==> src/rtl/rdlh_pkg.sv <==
package rdlh_pkg;

  localparam int COUP_W        = 32;
  localparam int LEN_W         = 6;
  localparam int K_W           = 5;
  localparam int BIN_W         = 5;
  localparam int CNT_W         = 6;
  localparam int HIST_BINS     = 32;
  localparam int K_LIMIT       = 31;
  localparam int DEF_MAX_BONDS = 63;
  localparam int OUT_DATA_W    = 16;

  typedef struct packed {
    logic [COUP_W-1:0] coupling;
    logic [LEN_W-1:0]  length;
  } bond_t;

  // broadcast to every cell of the chain
  typedef struct packed {
    logic  shift;
    logic  wr;
    bond_t data;
  } cell_ctrl_t;

  // histogram bin of a cluster length: (len - 1) / 2
  function automatic logic [BIN_W-1:0] len_bin(input logic [LEN_W-1:0] len);
    logic [LEN_W-1:0] t;
    t = len - LEN_W'(1);
    return t[LEN_W-1:1];
  endfunction

endpackage

==> src/rtl/rdlh_cell.sv <==
module rdlh_cell (
  input  logic                clk,
  input  rdlh_pkg::cell_ctrl_t ctrl,
  input  logic                sel,
  input  rdlh_pkg::bond_t     nbr,
  output rdlh_pkg::bond_t     bond
);
  import rdlh_pkg::*;

  // a selected cell takes the broadcast bond on a write; otherwise a shift passes the neighbor down
  always_ff @(posedge clk) begin
    if (ctrl.wr && sel) begin
      bond <= ctrl.data;
    end else if (ctrl.shift) begin
      bond <= nbr;
    end
  end

endmodule

==> src/rtl/rdlh_hist.sv <==
module rdlh_hist (
  input  logic                          clk,
  input  logic                          rst,
  input  logic                          clear,
  input  logic                          inc,
  input  logic [rdlh_pkg::BIN_W-1:0]    inc_bin,
  input  logic [rdlh_pkg::BIN_W-1:0]    rd_bin,
  output logic [rdlh_pkg::CNT_W-1:0]    rd_count
);
  import rdlh_pkg::*;

  logic [CNT_W-1:0] cnt [HIST_BINS];

  always_ff @(posedge clk) begin
    for (int i = 0; i < HIST_BINS; i++) begin
      if (rst || clear) begin
        cnt[i] <= '0;
      end else if (inc && (inc_bin == BIN_W'(i))) begin
        cnt[i] <= cnt[i] + CNT_W'(1);
      end
    end
  end

  assign rd_count = cnt[rd_bin];

endmodule

==> src/rtl/ring_decimation_length_histogram_unit.sv <==
// ring decimation length histogram
//
// the ring size is set through the cfg channel (cfg_data = k, ring of 2k+1
// bonds, k clipped to what the cell chain holds). bond couplings arrive on the
// s_axis channel as unsigned 16.16 -log2 values, one transaction per bond, one
// per cycle while s_axis_tready is high. a cfg write offered while loading wins
// over a bond, s_axis_tready drops for that cycle. the transaction that
// completes the ring starts a run: k decimations, each a scan pass that
// rotates the ring once through the head cell while tracking the strongest
// bond and its neighbors, a fix-up state, then a compaction pass that rotates
// the ring again, merges the left neighbor and drops the two removed bonds.
// results then leave on m_axis, bins 0..k, tlast on bin k, one per cycle
// while m_axis_tready is high. a stalled receiver simply holds the current bin;
// no bond and no cfg write is taken until the last bin has gone. reset sets k
// to 31, empties the ring and clears the histogram; a cfg write drops a partly
// loaded ring.
module ring_decimation_length_histogram_unit #(
  parameter int MAX_BONDS = rdlh_pkg::DEF_MAX_BONDS
) (
  input  logic                              clk,
  input  logic                              rst,
  // configuration write channel
  input  logic                              cfg_valid,
  output logic                              cfg_ready,
  input  logic [rdlh_pkg::K_W-1:0]          cfg_data,      // half_count
  // bond input stream
  input  logic                              s_axis_tvalid,
  output logic                              s_axis_tready,
  input  logic [rdlh_pkg::COUP_W-1:0]       s_axis_tdata,  // log_coupling[31:0]
  // histogram output stream
  output logic                              m_axis_tvalid,
  input  logic                              m_axis_tready,
  output logic [rdlh_pkg::OUT_DATA_W-1:0]   m_axis_tdata,  // bin_index, bin_count
  output logic                              m_axis_tlast   // last_bin
);
  import rdlh_pkg::*;

  localparam int KCAP_RAW = (MAX_BONDS - 1) / 2;
  localparam int KCAP     = (KCAP_RAW > K_LIMIT) ? K_LIMIT : KCAP_RAW;
  localparam int CELLS    = 2 * KCAP + 1;
  localparam int PW       = $clog2(CELLS + 1);

  typedef enum logic [2:0] {
    ST_LOAD,
    ST_SCAN,
    ST_FIX,
    ST_COMPACT,
    ST_FINAL,
    ST_EMIT
  } state_t;

  state_t           state;
  logic [K_W-1:0]   half_count;
  logic [PW-1:0]    load_count;
  logic [PW-1:0]    ring_n;       // ring size at the start of this decimation
  logic [PW-1:0]    live;         // bonds currently in the chain
  logic [PW-1:0]    p;            // ring position now at the head cell
  logic [K_W-1:0]   dec_left;
  logic [K_W-1:0]   b;            // bin being emitted
  logic [COUP_W-1:0] min_c;
  logic [LEN_W-1:0] min_len;
  logic [PW-1:0]    m;
  logic [PW-1:0]    left_idx;
  logic [PW-1:0]    right_idx;
  logic             need_right;
  bond_t            left_b;
  bond_t            right_b;
  bond_t            first_b;
  bond_t            prev_b;

  logic [K_W-1:0]   k_eff;
  logic [PW-1:0]    size_n;
  logic [PW-1:0]    last_pos;
  logic             s_acc;
  logic             m_acc;
  logic             drop;
  logic             new_min;
  bond_t            merged;
  logic [COUP_W:0]  csum;

  cell_ctrl_t       ctrl;
  logic [PW-1:0]    sel_idx;
  logic [CELLS-1:0] cell_sel;
  bond_t            bonds [CELLS];
  bond_t            head;

  logic             hist_clear;
  logic             hist_inc;
  logic [BIN_W-1:0] hist_bin;
  logic [CNT_W-1:0] hist_count;

  // k clipped to the capacity of the chain
  assign k_eff    = (half_count > K_W'(KCAP)) ? K_W'(KCAP) : half_count;
  assign size_n   = PW'({k_eff, 1'b1});
  assign last_pos = ring_n - PW'(1);
  assign head     = bonds[0];

  // a pending cfg write holds off the bond stream for that cycle
  assign s_axis_tready = (state == ST_LOAD) && !cfg_valid;
  assign cfg_ready     = (state == ST_LOAD);
  assign m_axis_tvalid = (state == ST_EMIT);
  assign s_acc         = s_axis_tvalid && s_axis_tready;
  assign m_acc         = m_axis_tvalid && m_axis_tready;

  // merged left neighbor: product of couplings is a saturating sum of -log2
  assign csum = {1'b0, left_b.coupling} + {1'b0, right_b.coupling};
  always_comb begin
    merged.coupling = csum[COUP_W] ? '1 : csum[COUP_W-1:0];
    merged.length   = left_b.length + min_len + right_b.length;
  end

  assign drop    = (p == m) || (p == right_idx);
  assign new_min = (p == '0) || (head.coupling < min_c);

  // chain control: load writes by position, passes rotate through the tail
  always_comb begin
    ctrl    = '0;
    sel_idx = live - PW'(1);
    case (state)
      ST_LOAD: begin
        sel_idx                = load_count;
        ctrl.wr                = s_acc;
        ctrl.data.coupling     = s_axis_tdata;
        ctrl.data.length       = LEN_W'(1);
      end
      ST_SCAN: begin
        ctrl.shift = 1'b1;
        ctrl.wr    = 1'b1;
        ctrl.data  = head;
      end
      ST_COMPACT: begin
        ctrl.shift = 1'b1;
        ctrl.wr    = !drop;
        ctrl.data  = (p == left_idx) ? merged : head;
      end
      default: begin
        ctrl = '0;
      end
    endcase
  end

  genvar g;
  generate
    for (g = 0; g < CELLS; g++) begin : g_cell
      bond_t nbr;
      assign cell_sel[g] = (sel_idx == PW'(g));
      if (g == CELLS - 1) begin : g_end
        assign nbr = '0;
      end else begin : g_mid
        assign nbr = bonds[g+1];
      end
      rdlh_cell u_cell (
        .clk  (clk),
        .ctrl (ctrl),
        .sel  (cell_sel[g]),
        .nbr  (nbr),
        .bond (bonds[g])
      );
    end
  endgenerate

  // histogram: cleared when a run starts, bumped once per counted bond
  assign hist_clear = s_acc && (load_count == size_n - PW'(1));
  assign hist_inc   = (state == ST_FIX) || (state == ST_FINAL);
  assign hist_bin   = (state == ST_FINAL) ? len_bin(head.length) : len_bin(min_len);

  rdlh_hist u_hist (
    .clk      (clk),
    .rst      (rst),
    .clear    (hist_clear),
    .inc      (hist_inc),
    .inc_bin  (hist_bin),
    .rd_bin   (b),
    .rd_count (hist_count)
  );

  assign m_axis_tdata = {{(OUT_DATA_W - CNT_W - BIN_W){1'b0}}, hist_count, b};
  assign m_axis_tlast = (b == k_eff);

  always_ff @(posedge clk) begin
    if (rst) begin
      state      <= ST_LOAD;
      half_count <= K_W'(K_LIMIT);
      load_count <= '0;
      ring_n     <= '0;
      live       <= '0;
      p          <= '0;
      dec_left   <= '0;
      b          <= '0;
      need_right <= 1'b0;
    end else begin
      case (state)
        ST_LOAD: begin
          if (cfg_valid && cfg_ready) begin
            half_count <= cfg_data;
            load_count <= '0;
          end else if (s_acc) begin
            if (load_count == size_n - PW'(1)) begin
              load_count <= '0;
              ring_n     <= size_n;
              live       <= size_n;
              dec_left   <= k_eff;
              p          <= '0;
              need_right <= 1'b0;
              state      <= (k_eff == '0) ? ST_FINAL : ST_SCAN;
            end else begin
              load_count <= load_count + PW'(1);
            end
          end
        end

        ST_SCAN: begin
          // one full rotation; strict compare keeps the lowest position on a tie
          prev_b     <= head;
          need_right <= new_min && (p != last_pos);
          if (p == '0) begin
            first_b <= head;
          end
          if (need_right) begin
            right_b <= head;
          end
          if (new_min) begin
            min_c   <= head.coupling;
            min_len <= head.length;
            m       <= p;
            left_b  <= prev_b;
          end
          if (p == last_pos) begin
            p     <= '0;
            state <= ST_FIX;
          end else begin
            p <= p + PW'(1);
          end
        end

        ST_FIX: begin
          // wraparound neighbors come from the ends of the scan
          if (m == '0) begin
            left_b   <= prev_b;
            left_idx <= last_pos;
          end else begin
            left_idx <= m - PW'(1);
          end
          if (m == last_pos) begin
            right_b   <= first_b;
            right_idx <= '0;
          end else begin
            right_idx <= m + PW'(1);
          end
          state <= ST_COMPACT;
        end

        ST_COMPACT: begin
          if (drop) begin
            live <= live - PW'(1);
          end
          if (p == last_pos) begin
            p        <= '0;
            ring_n   <= ring_n - PW'(2);
            dec_left <= dec_left - K_W'(1);
            state    <= (dec_left == K_W'(1)) ? ST_FINAL : ST_SCAN;
          end else begin
            p <= p + PW'(1);
          end
        end

        ST_FINAL: begin
          b     <= '0;
          state <= ST_EMIT;
        end

        ST_EMIT: begin
          if (m_acc) begin
            if (b == k_eff) begin
              state <= ST_LOAD;
            end else begin
              b <= b + K_W'(1);
            end
          end
        end

        default: begin
          state <= ST_LOAD;
        end
      endcase
    end
  end

  // the scan pass never changes the ring size
  a_scan_size: assert property (@(posedge clk) disable iff (rst)
    (state == ST_SCAN) |-> (live == ring_n))
    else $error("ring size changed during scan");

  // each compaction removes exactly two bonds
  a_compact_two: assert property (@(posedge clk) disable iff (rst)
    (state == ST_COMPACT && p == last_pos) |=> (live == ring_n))
    else $error("compaction did not remove two bonds");

  // one bond left when the final count is taken
  a_final_one: assert property (@(posedge clk) disable iff (rst)
    (state == ST_FINAL) |-> (live == PW'(1)))
    else $error("more than one bond left at final count");

  // chain never overfills
  a_capacity: assert property (@(posedge clk) disable iff (rst)
    live <= PW'(CELLS))
    else $error("bond count beyond chain length");

  // the last bin hands the block back to loading
  a_last_return: assert property (@(posedge clk) disable iff (rst)
    (m_axis_tvalid && m_axis_tready && m_axis_tlast) |=> (state == ST_LOAD))
    else $error("not back to loading after last bin");

endmodule
==> config.mk <==
export PLATFORM = sky130hd
export DESIGN_NAME = ring_decimation_length_histogram_unit
export DESIGN_NICKNAME = d
export VERILOG_FILES = /design/src/rtl/rdlh_pkg.sv /design/src/rtl/rdlh_cell.sv /design/src/rtl/rdlh_hist.sv /design/src/rtl/ring_decimation_length_histogram_unit.sv
export SDC_FILE = /design/constraint.sdc
export NUM_CORES = 2
export LEC_CHECK = 0
export BUFFER_PORTS_ARGS = -buffer_cell sky130_fd_sc_hd__buf_2
export CORE_UTILIZATION = 45
export DETAILED_ROUTE_END_ITERATION = 12
export SLEW_MARGIN = 20
export SYNTH_ARGS = -nofsm -noshare
export SYNTH_HDL_FRONTEND = slang
export SYNTH_SLANG_ARGS = --single-unit
==> constraint.sdc <==
create_clock -name clk -period 9.41 [get_ports clk]
set_input_delay 2.3525 -clock clk [delete_from_list [all_inputs] [get_ports clk]]
set_output_delay 2.3525 -clock clk [all_outputs]
set_load 0.1 [all_outputs]
### Yosys cells after proc, flatten, opt, wreduce, memory -nomap -nowiden

Memory sizes are Yosys's and may differ from the RTL's. A register that Yosys moved wholly into a read port is not among the register bits.
Index checks and enable logic that the tools add are counted.

* div/mod/pow operators: 0
* bitwise logic cells: 33
* order comparisons: 2
* multiplexer cells: 309
* shift operators: 0
* equal/unequal tests: 120
* reduce and logical (&&, ||, !) cells: 197
* add/subtract/negate cells: 47
* multiply operators: 0

Operator list (count)
* $mux W38: 131
* $mux W6: 46
* $add A6 B1 Y6 const B: 35
* $eq A6 B6 Y1 const B: 31
* $pmux W38 S2: 2
* $reduce_bool A2 Y1: 69
* $pmux W39 S3: 1
* $mux W1: 102
* $logic_and A1 B1 Y1: 101
* $eq A6 B5 Y1 const B: 16
* $eq A5 B5 Y1 const B: 16
* $mux W5: 10
* $eq A6 B4 Y1 const B: 8
* $eq A5 B4 Y1 const B: 8
* $eq A6 B6 Y1: 6
* $pmux W6 S2: 3
* $sub A6 B1 Y6 const B: 6
* $add A32 B32 Y33: 1
* $lt A32 B32 Y1: 1
* $mux W32: 1
* $or A1 B1 Y1: 32
* $mux W3: 9
* $eq A6 B3 Y1 const B: 4
* $eq A5 B3 Y1 const B: 4
* other kinds (31): 65

* bits in registers: 2645
* memory bits (read-only): 0
* bits in latches: 0
* bits of input ports: 42
* memories: 1
* output and inout port bits: 20
* memory bits (writable): 192
* word-level logic and storage cells: 857

Memories
* u_hist.cnt: words 32, bits a word 6, read ports 33, clocked after Yosys merged registers in 1, wr ports 32, RTL line rdlh_hist.sv:12 `logic [CNT_W-1:0] cnt [HIST_BINS];`

### Depth between registers and ports, before layout

* depth in word-level cells: 9
* gate-level depth with buffers: 14
* depth with buffers taken out: 11

### Modules after synthesis

From an unflattened synthesis, not the netlist that was laid out.

* cells, all modules: 7350
* area, all modules: 128633.4 um2

By module, submodules not included
* rdlh_cell: area each 1645.3 um2, times used 63, seq. area each 1141.1 um2, cells an instance 82
* ring_decimation_length_histogram_unit: area each 14079.8 um2, times used 1, seq. area each 7106.8 um2, cells an instance 1292
* rdlh_hist: area each 10898.0 um2, times used 1, seq. area each 5765.5 um2, cells an instance 892

### Worst setup path before layout

OpenSTA, ideal clock, no wires.

* path type: input-to-reg
* start: input rst
* end: register left_b[0] in the netlist's numbering, enable pin
* required time: 9.016 ns
* setup slack: 0.481 ns
* stages on the path: 4
* path buffers: 0
* arrival time: 8.535 ns
* library setup time: 0.394 ns
* path through: nor3_1 -> and3_1 -> o21bai_1 -> a21o_1

* cells in the longest elaborated chain, start to end: 2

RTL lines
* from (decl): RTL line ring_decimation_length_histogram_unit.sv:21 `input logic rst,`
* $not A1 Y1 (no line)
* $reduce_and A4 Y1 (no line)
* to (signal assigned): RTL line ring_decimation_length_histogram_unit.sv:226 `left_b <= prev_b;`
* to (signal assigned): RTL line ring_decimation_length_histogram_unit.sv:239 `left_b <= prev_b;`
* to (decl): RTL line ring_decimation_length_histogram_unit.sv:66 `bond_t left_b;`

No other way between the ends.
A chain may end at the register's enable or synchronous reset.

### Worst setup path after layout

* start: register state[0]
* end: register g_cell[7].u_cell.bond[32] in the netlist's numbering, enable pin

* cells in the longest elaborated chain, start to end: 6
* elaborated cells between the ends (all ways): 12
* those cells by class: 3 x eq/ne; 3 x mux; 6 x reduce/logical

RTL lines
* from (decl): RTL line ring_decimation_length_histogram_unit.sv:52 `state_t state;`
* from (signal assigned): RTL line ring_decimation_length_histogram_unit.sv:205 `state <= (k_eff == '0) ? ST_FINAL : ST_SCAN;`
* from (signal assigned): RTL line ring_decimation_length_histogram_unit.sv:261 `state <= (dec_left == K_W'(1)) ? ST_FINAL : ST_SCAN;`
* $logic_not A3 Y1: RTL line ring_decimation_length_histogram_unit.sv:99, ring_decimation_length_histogram_unit.sv:119
* $logic_and A1 B1 Y1: RTL line ring_decimation_length_histogram_unit.sv:99 `assign s_axis_tready = (state == ST_LOAD) && !cfg_valid;`
* $logic_and A1 B1 Y1: RTL line ring_decimation_length_histogram_unit.sv:102 `assign s_acc = s_axis_tvalid && s_axis_tready;`
* $pmux W39 S3: RTL line ring_decimation_length_histogram_unit.sv:119 `case (state)`
* $logic_and A1 B1 Y1: RTL line rdlh_cell.sv:12 `if (ctrl.wr && sel) begin`
* $reduce_bool A2 Y1 (no line) (*)
* to (signal assigned): RTL line rdlh_cell.sv:13 `bond <= ctrl.data;`
* to (signal assigned): RTL line rdlh_cell.sv:15 `bond <= nbr;`
* to (decl): RTL line rdlh_cell.sv:6 `output rdlh_pkg::bond_t bond`

Mark *: on every way between the ends. The rest lies on a longest branch, timed or not.

==> results.yml <==
power:
  power.share.clock_pct: 45.0
  power_per_cell_area_nw_per_um2: 192
  vdd.ir_drop.worst_v: 0.000137
  total_switching_power_mw: 5.48
  switching_share_pct: 21.0
  total_power_mw: 26.1
  share_comb_of_total_power_pct: 2.1
  cell_internal_pwr_mw: 20.6
  power.share.sequential_pct: 53.0
  leakagePower_nw: 47.0
drt:
  highest_routed_layer: "met5"
  dr_wl_met3_um: 24000
  wl_met2_um: 157000
  drt_iter0_markers: 8366
  vias_per_cell: 5.71
  route.vias.total: 78700
  route.antenna.remaining_nets: 0
  number_of_drc_violations_after_detailed_routing: 0
  wirelength_um: 327000
  route.detailed.wl_per_inst_um: 23.7
  drt_first_pass_iters: 8
  route.layer.met1.wl_um: 134000
timing:
  timing_worst_slew_pin_value_ns: 1.18
  report.final.slew_viol_count: 0
  clock.fmax_ghz: 0.163
  timing.slew.headroom_pct: 21.2
  grt_setup_unrepaired: "false"
  post-route-period-util_pct: 65.3
  finalCriticalPeriod_ns: 6.15
  setup_viol_count_final: 0
  timing.clock.skew_ns: 0.0446
  final_hold_viol_count: 0
  tns_ns: 0
min_path:
  holdPathStages: 0
  hold_path_end: "left_b[35]"
  hp-class: "register to register"
  worstHoldStart: "prev_b[35]"
synth:
  async_reset_ff_share_pct: 0
  syn_area_per_cell_um2: 12.0
  synth_top_family_by_area: "compound AO/OA/AOI/OAI gates"
  postSynthCellCount: 10200
  yosys.area_share.xor_xnor_pct: 1.62
  synth-edff-count: 2794
  yosys_register_bits: 2842
  synthDistinctLibCells: 81
  synth_compound_area_share_pct: 11.2
  synth-warning-count: 0
  post_synthesis_share_of_cell_area_spent_on_full_adders_half_adders_and_majority_gates_pct: 1.27
  mux_cell_area_share_after_synthesis_pct: 2.80
  yosys_most_used_dff: "sky130_fd_sc_hd__edfxtp_1"
  yosysSeqAreaShare_pct: 69.4
  synth_simple_gate_area_share_pct: 10.6
  post_syn_area_um2: 122000
placement:
  dp_hpwl_um: 205000
  placed_cells_incl_taps: 13200
  i_o_buffers: 56
  finalWeightedCongestion: 0.885
  detailed_place.area_um2: 126000
cts:
  clock_tree_from_tritoncts: "done"
  tritoncts.num_buffers: 308
  worst_skew_pair.late_latency_ns: 0.91
  tritoncts_sink_count: 2842
  worst_setup_hold_path_clk_slew_ns: 0.06
  post-cts-setup-buffer-count: 0
  cts-resized-gates: 0
  cts.path.max_buffers: 4
  cts_htree_levels: 5
  cts_hold_buffers: 0
  ctsRootBufferMaster: "sky130_fd_sc_hd__clkbuf_16"
grt:
  grt_antenna_before_repair: 23
  groute.usage.overall_pct: 23.6
  first_pass_grt_wire_length_um: 484000
  vias_in_the_first_global_route: 76100
  grt_start_max_net_pins: 64
  gr-total-overflow: 0
worst_setup_path:
  worst_r2r_startpoint: "state[0]"
  crit_path_max_fanout: 39
  kind_of_cell_adding_the_most_delay_to_the_critical_path: "simple AND/OR/NAND/NOR gates"
  regToRegEndpoint: "g_cell[7].u_cell.bond[32]"
  cp-end-kind: "register"
  worstPathArrival_ns: 6.67
  setup.worst_path.class: "register to register"
  worstSetupStartpointType: "register"
  crit_path_cell_trace: "or3_1, clkinv_2, buf_4, a31oi_2, buf_4, nor2_2, nand2_1, nand2_1, buf_4"
  rrSetupSlack_ns: 3.26
  cpMostUsedCell: "sky130_fd_sc_hd__buf_4"
  timing.critical_path.slowest_stage_cell: "sky130_fd_sc_hd__nand2_1"
  timing.critical_path.required_ns: 9.94
  timing.reg2reg.worst_path_depth: 9
  cp_slowest_stage_delay_ns: 0.88
  sum_of_buffers_and_inverters_on_the_critical_path: 4
die:
  design.core.area_um2: 271000
  io_pins: 62
  total_die_area_um2: 274000
  die_h_um: 523
  fp.dieW_um: 523
  floorplan.rows: 191
  initial_core_util_pct: 45.2
cells_and_area:
  fraction_of_layout_cells_with_a_size_suffix_above_1_pct: 10.7
  area_delta_synth_final_pct: 11.1
  stdcell_count: 13800
  final_area_um2: 136000
  postLayoutCoreUtil_pct: 50.3
  final_net_count: 10100
run:
  maxCapViolations: 0
status:
  run_status: "finished clean"
cells in the mapped netlist (all sizes together) (7+ instances only):
| cell type | number | area (µm²) |
|---|---|---|
| mux2i | 28 | 293 |
| or2 | 10 | 62.6 |
| dfxtp | 48 | 961 |
| a21o | 16 | 120 |
| o21bai | 8 | 60.1 |
| nand2b | 14 | 90.1 |
| xnor2 | 124 | 1090 |
| a211oi | 13 | 97.6 |
| nand3 | 85 | 425 |
| and2 | 24 | 150 |
| mux4 | 60 | 1350 |
| a221oi | 17 | 211 |
| and3 | 47 | 294 |
| nand4 | 22 | 138 |
| edfxtp | 2794 | 83900 |
| o211ai | 7 | 52.6 |
| inv | 74 | 278 |
| nor4 | 24 | 175 |
| nand3b | 7 | 52.6 |
| nor3 | 63 | 407 |
| nor2 | 1594 | 5980 |
| ha | 113 | 1410 |
| xor2 | 100 | 876 |
| a22oi | 24 | 180 |
| a21oi | 1302 | 6550 |
| nor2b | 16 | 100 |
| a211o | 7 | 61.3 |
| buf | 285 | 1490 |
| a31oi | 13 | 96.3 |
| clkbuf | 548 | 2060 |
| o21ai | 1146 | 5740 |
| o31ai | 7 | 52.6 |
| nand2 | 1308 | 4910 |
| or3 | 16 | 110 |
| fa | 7 | 140 |
| o21a | 10 | 75.1 |
| mux2 | 158 | 1780 |
cells in the final DEF, fill, tap and decap left out, types with 17 or more instances in the layout:
cell type,synthesis,final
sky130_fd_sc_hd__edfxtp_1,2794,2794
sky130_fd_sc_hd__nor2_1,1594,1579
sky130_fd_sc_hd__nand2_1,1307,1300
sky130_fd_sc_hd__a21oi_1,1293,1291
sky130_fd_sc_hd__o21ai_0,1141,1137
sky130_fd_sc_hd__clkbuf_16,0,317
sky130_fd_sc_hd__buf_4,39,239
sky130_fd_sc_hd__mux2_2,158,158
sky130_fd_sc_hd__xnor2_1,124,124
sky130_fd_sc_hd__ha_1,113,113
sky130_fd_sc_hd__xor2_1,100,100
sky130_fd_sc_hd__clkbuf_1,548,88
sky130_fd_sc_hd__nand3_1,85,85
sky130_fd_sc_hd__inv_1,74,73
sky130_fd_sc_hd__clkinv_1,0,64
sky130_fd_sc_hd__mux4_2,60,60
sky130_fd_sc_hd__buf_2,209,56
sky130_fd_sc_hd__dfxtp_1,48,46
sky130_fd_sc_hd__and3_1,47,45
sky130_fd_sc_hd__clkinv_2,0,42
sky130_fd_sc_hd__nor3_1,46,30
sky130_fd_sc_hd__mux2i_1,27,27
sky130_fd_sc_hd__a22oi_1,24,24
sky130_fd_sc_hd__nand4_1,22,22
sky130_fd_sc_hd__bufinv_16,0,19
sky130_fd_sc_hd__nor3_2,16,17
state kept, by name (all words and copies together) (netlist names), 5 cells and up, named ones only:
register            cells
first_b                38
half_count              5
b                       5
dec_left                5
m                       6
min_len                 6
left_idx                6
right_idx               6
u_hist.cnt            192
ring_n                  6
left_b                 38
right_b                38
load_count              6
p                       6
g_cell.u_cell.bond   2394
live                    6
min_c                  32
prev_b                 38
per-layer routing:
| metal | global-route usage [%] | up-vias |
|---|---|---|
| li1 | - | 36100 |
| met1 | 31.6 | 39000 |
| met2 | 39.0 | 2939 |
| met3 | 3.40 | 634 |
| met4 | 8.76 | 4 |
| met5 | 0 | - |
worst max path at each step:
stage | startpoint | endpoint | depth (start not counted)
floorplan | rst | left_b[0] | 4
global placement | cfg_valid | g_cell[47].u_cell.bond[19] | 9
detailed placement | cfg_valid | g_cell[47].u_cell.bond[36] | 9
CTS | state[2] | g_cell[7].u_cell.bond[22] | 10
global route | state[0] | g_cell[7].u_cell.bond[22] | 9
finish | state[0] | g_cell[7].u_cell.bond[32] | 9
power groups by stage:
stage,Clock [mW],Combinational [mW],Sequential [mW]
final,11.7,0.538,13.8
after global routing,12.4,0.553,13.8
after CTS,11.9,0.533,13.8
after detailed placement,0,0.530,14.1
after global placement,0,0.525,14.1
after floorplan,0,0.252,14.1
kinds of logic after synthesis:
| kind of cell | count (synthesis) |
|---|---|
| DFF | 2842 |
| AOI/OAI and AO/OA | 2610 |
| buffers and inverters | 907 |
| other | 1 |
| xor gates and xnor gates | 225 |
| adders and majority gates | 120 |
| muxes | 246 |
| and+or+nand+nor | 3245 |
through the flow:
step | setup WS [ns] | hold slack, ns
4_1_cts | 3.29 | 0.403
5_1_grt | 2.84 | 0.409
2_1_floorplan | 0.481 | 0.400
3_5_place_dp | 2.83 | 0.405
6_report | 3.26 | 0.402
3_3_place_gp | 2.86 | 0.401
layout make-up:
type | count | area, µm²
Fill cell | 23300 | 135000
Sequential cell | 2842 | 84900
Multi-Input combinational cell | 6451 | 34500
Clock buffer | 407 | 8290
Tap cell | 3570 | 4470
Timing Repair Buffer | 300 | 2150
Clock inverter | 146 | 1350
Inverter | 74 | 279
Antenna cell | 3 | 7.51
No activity file was read; power rests on OpenSTA's default activity.
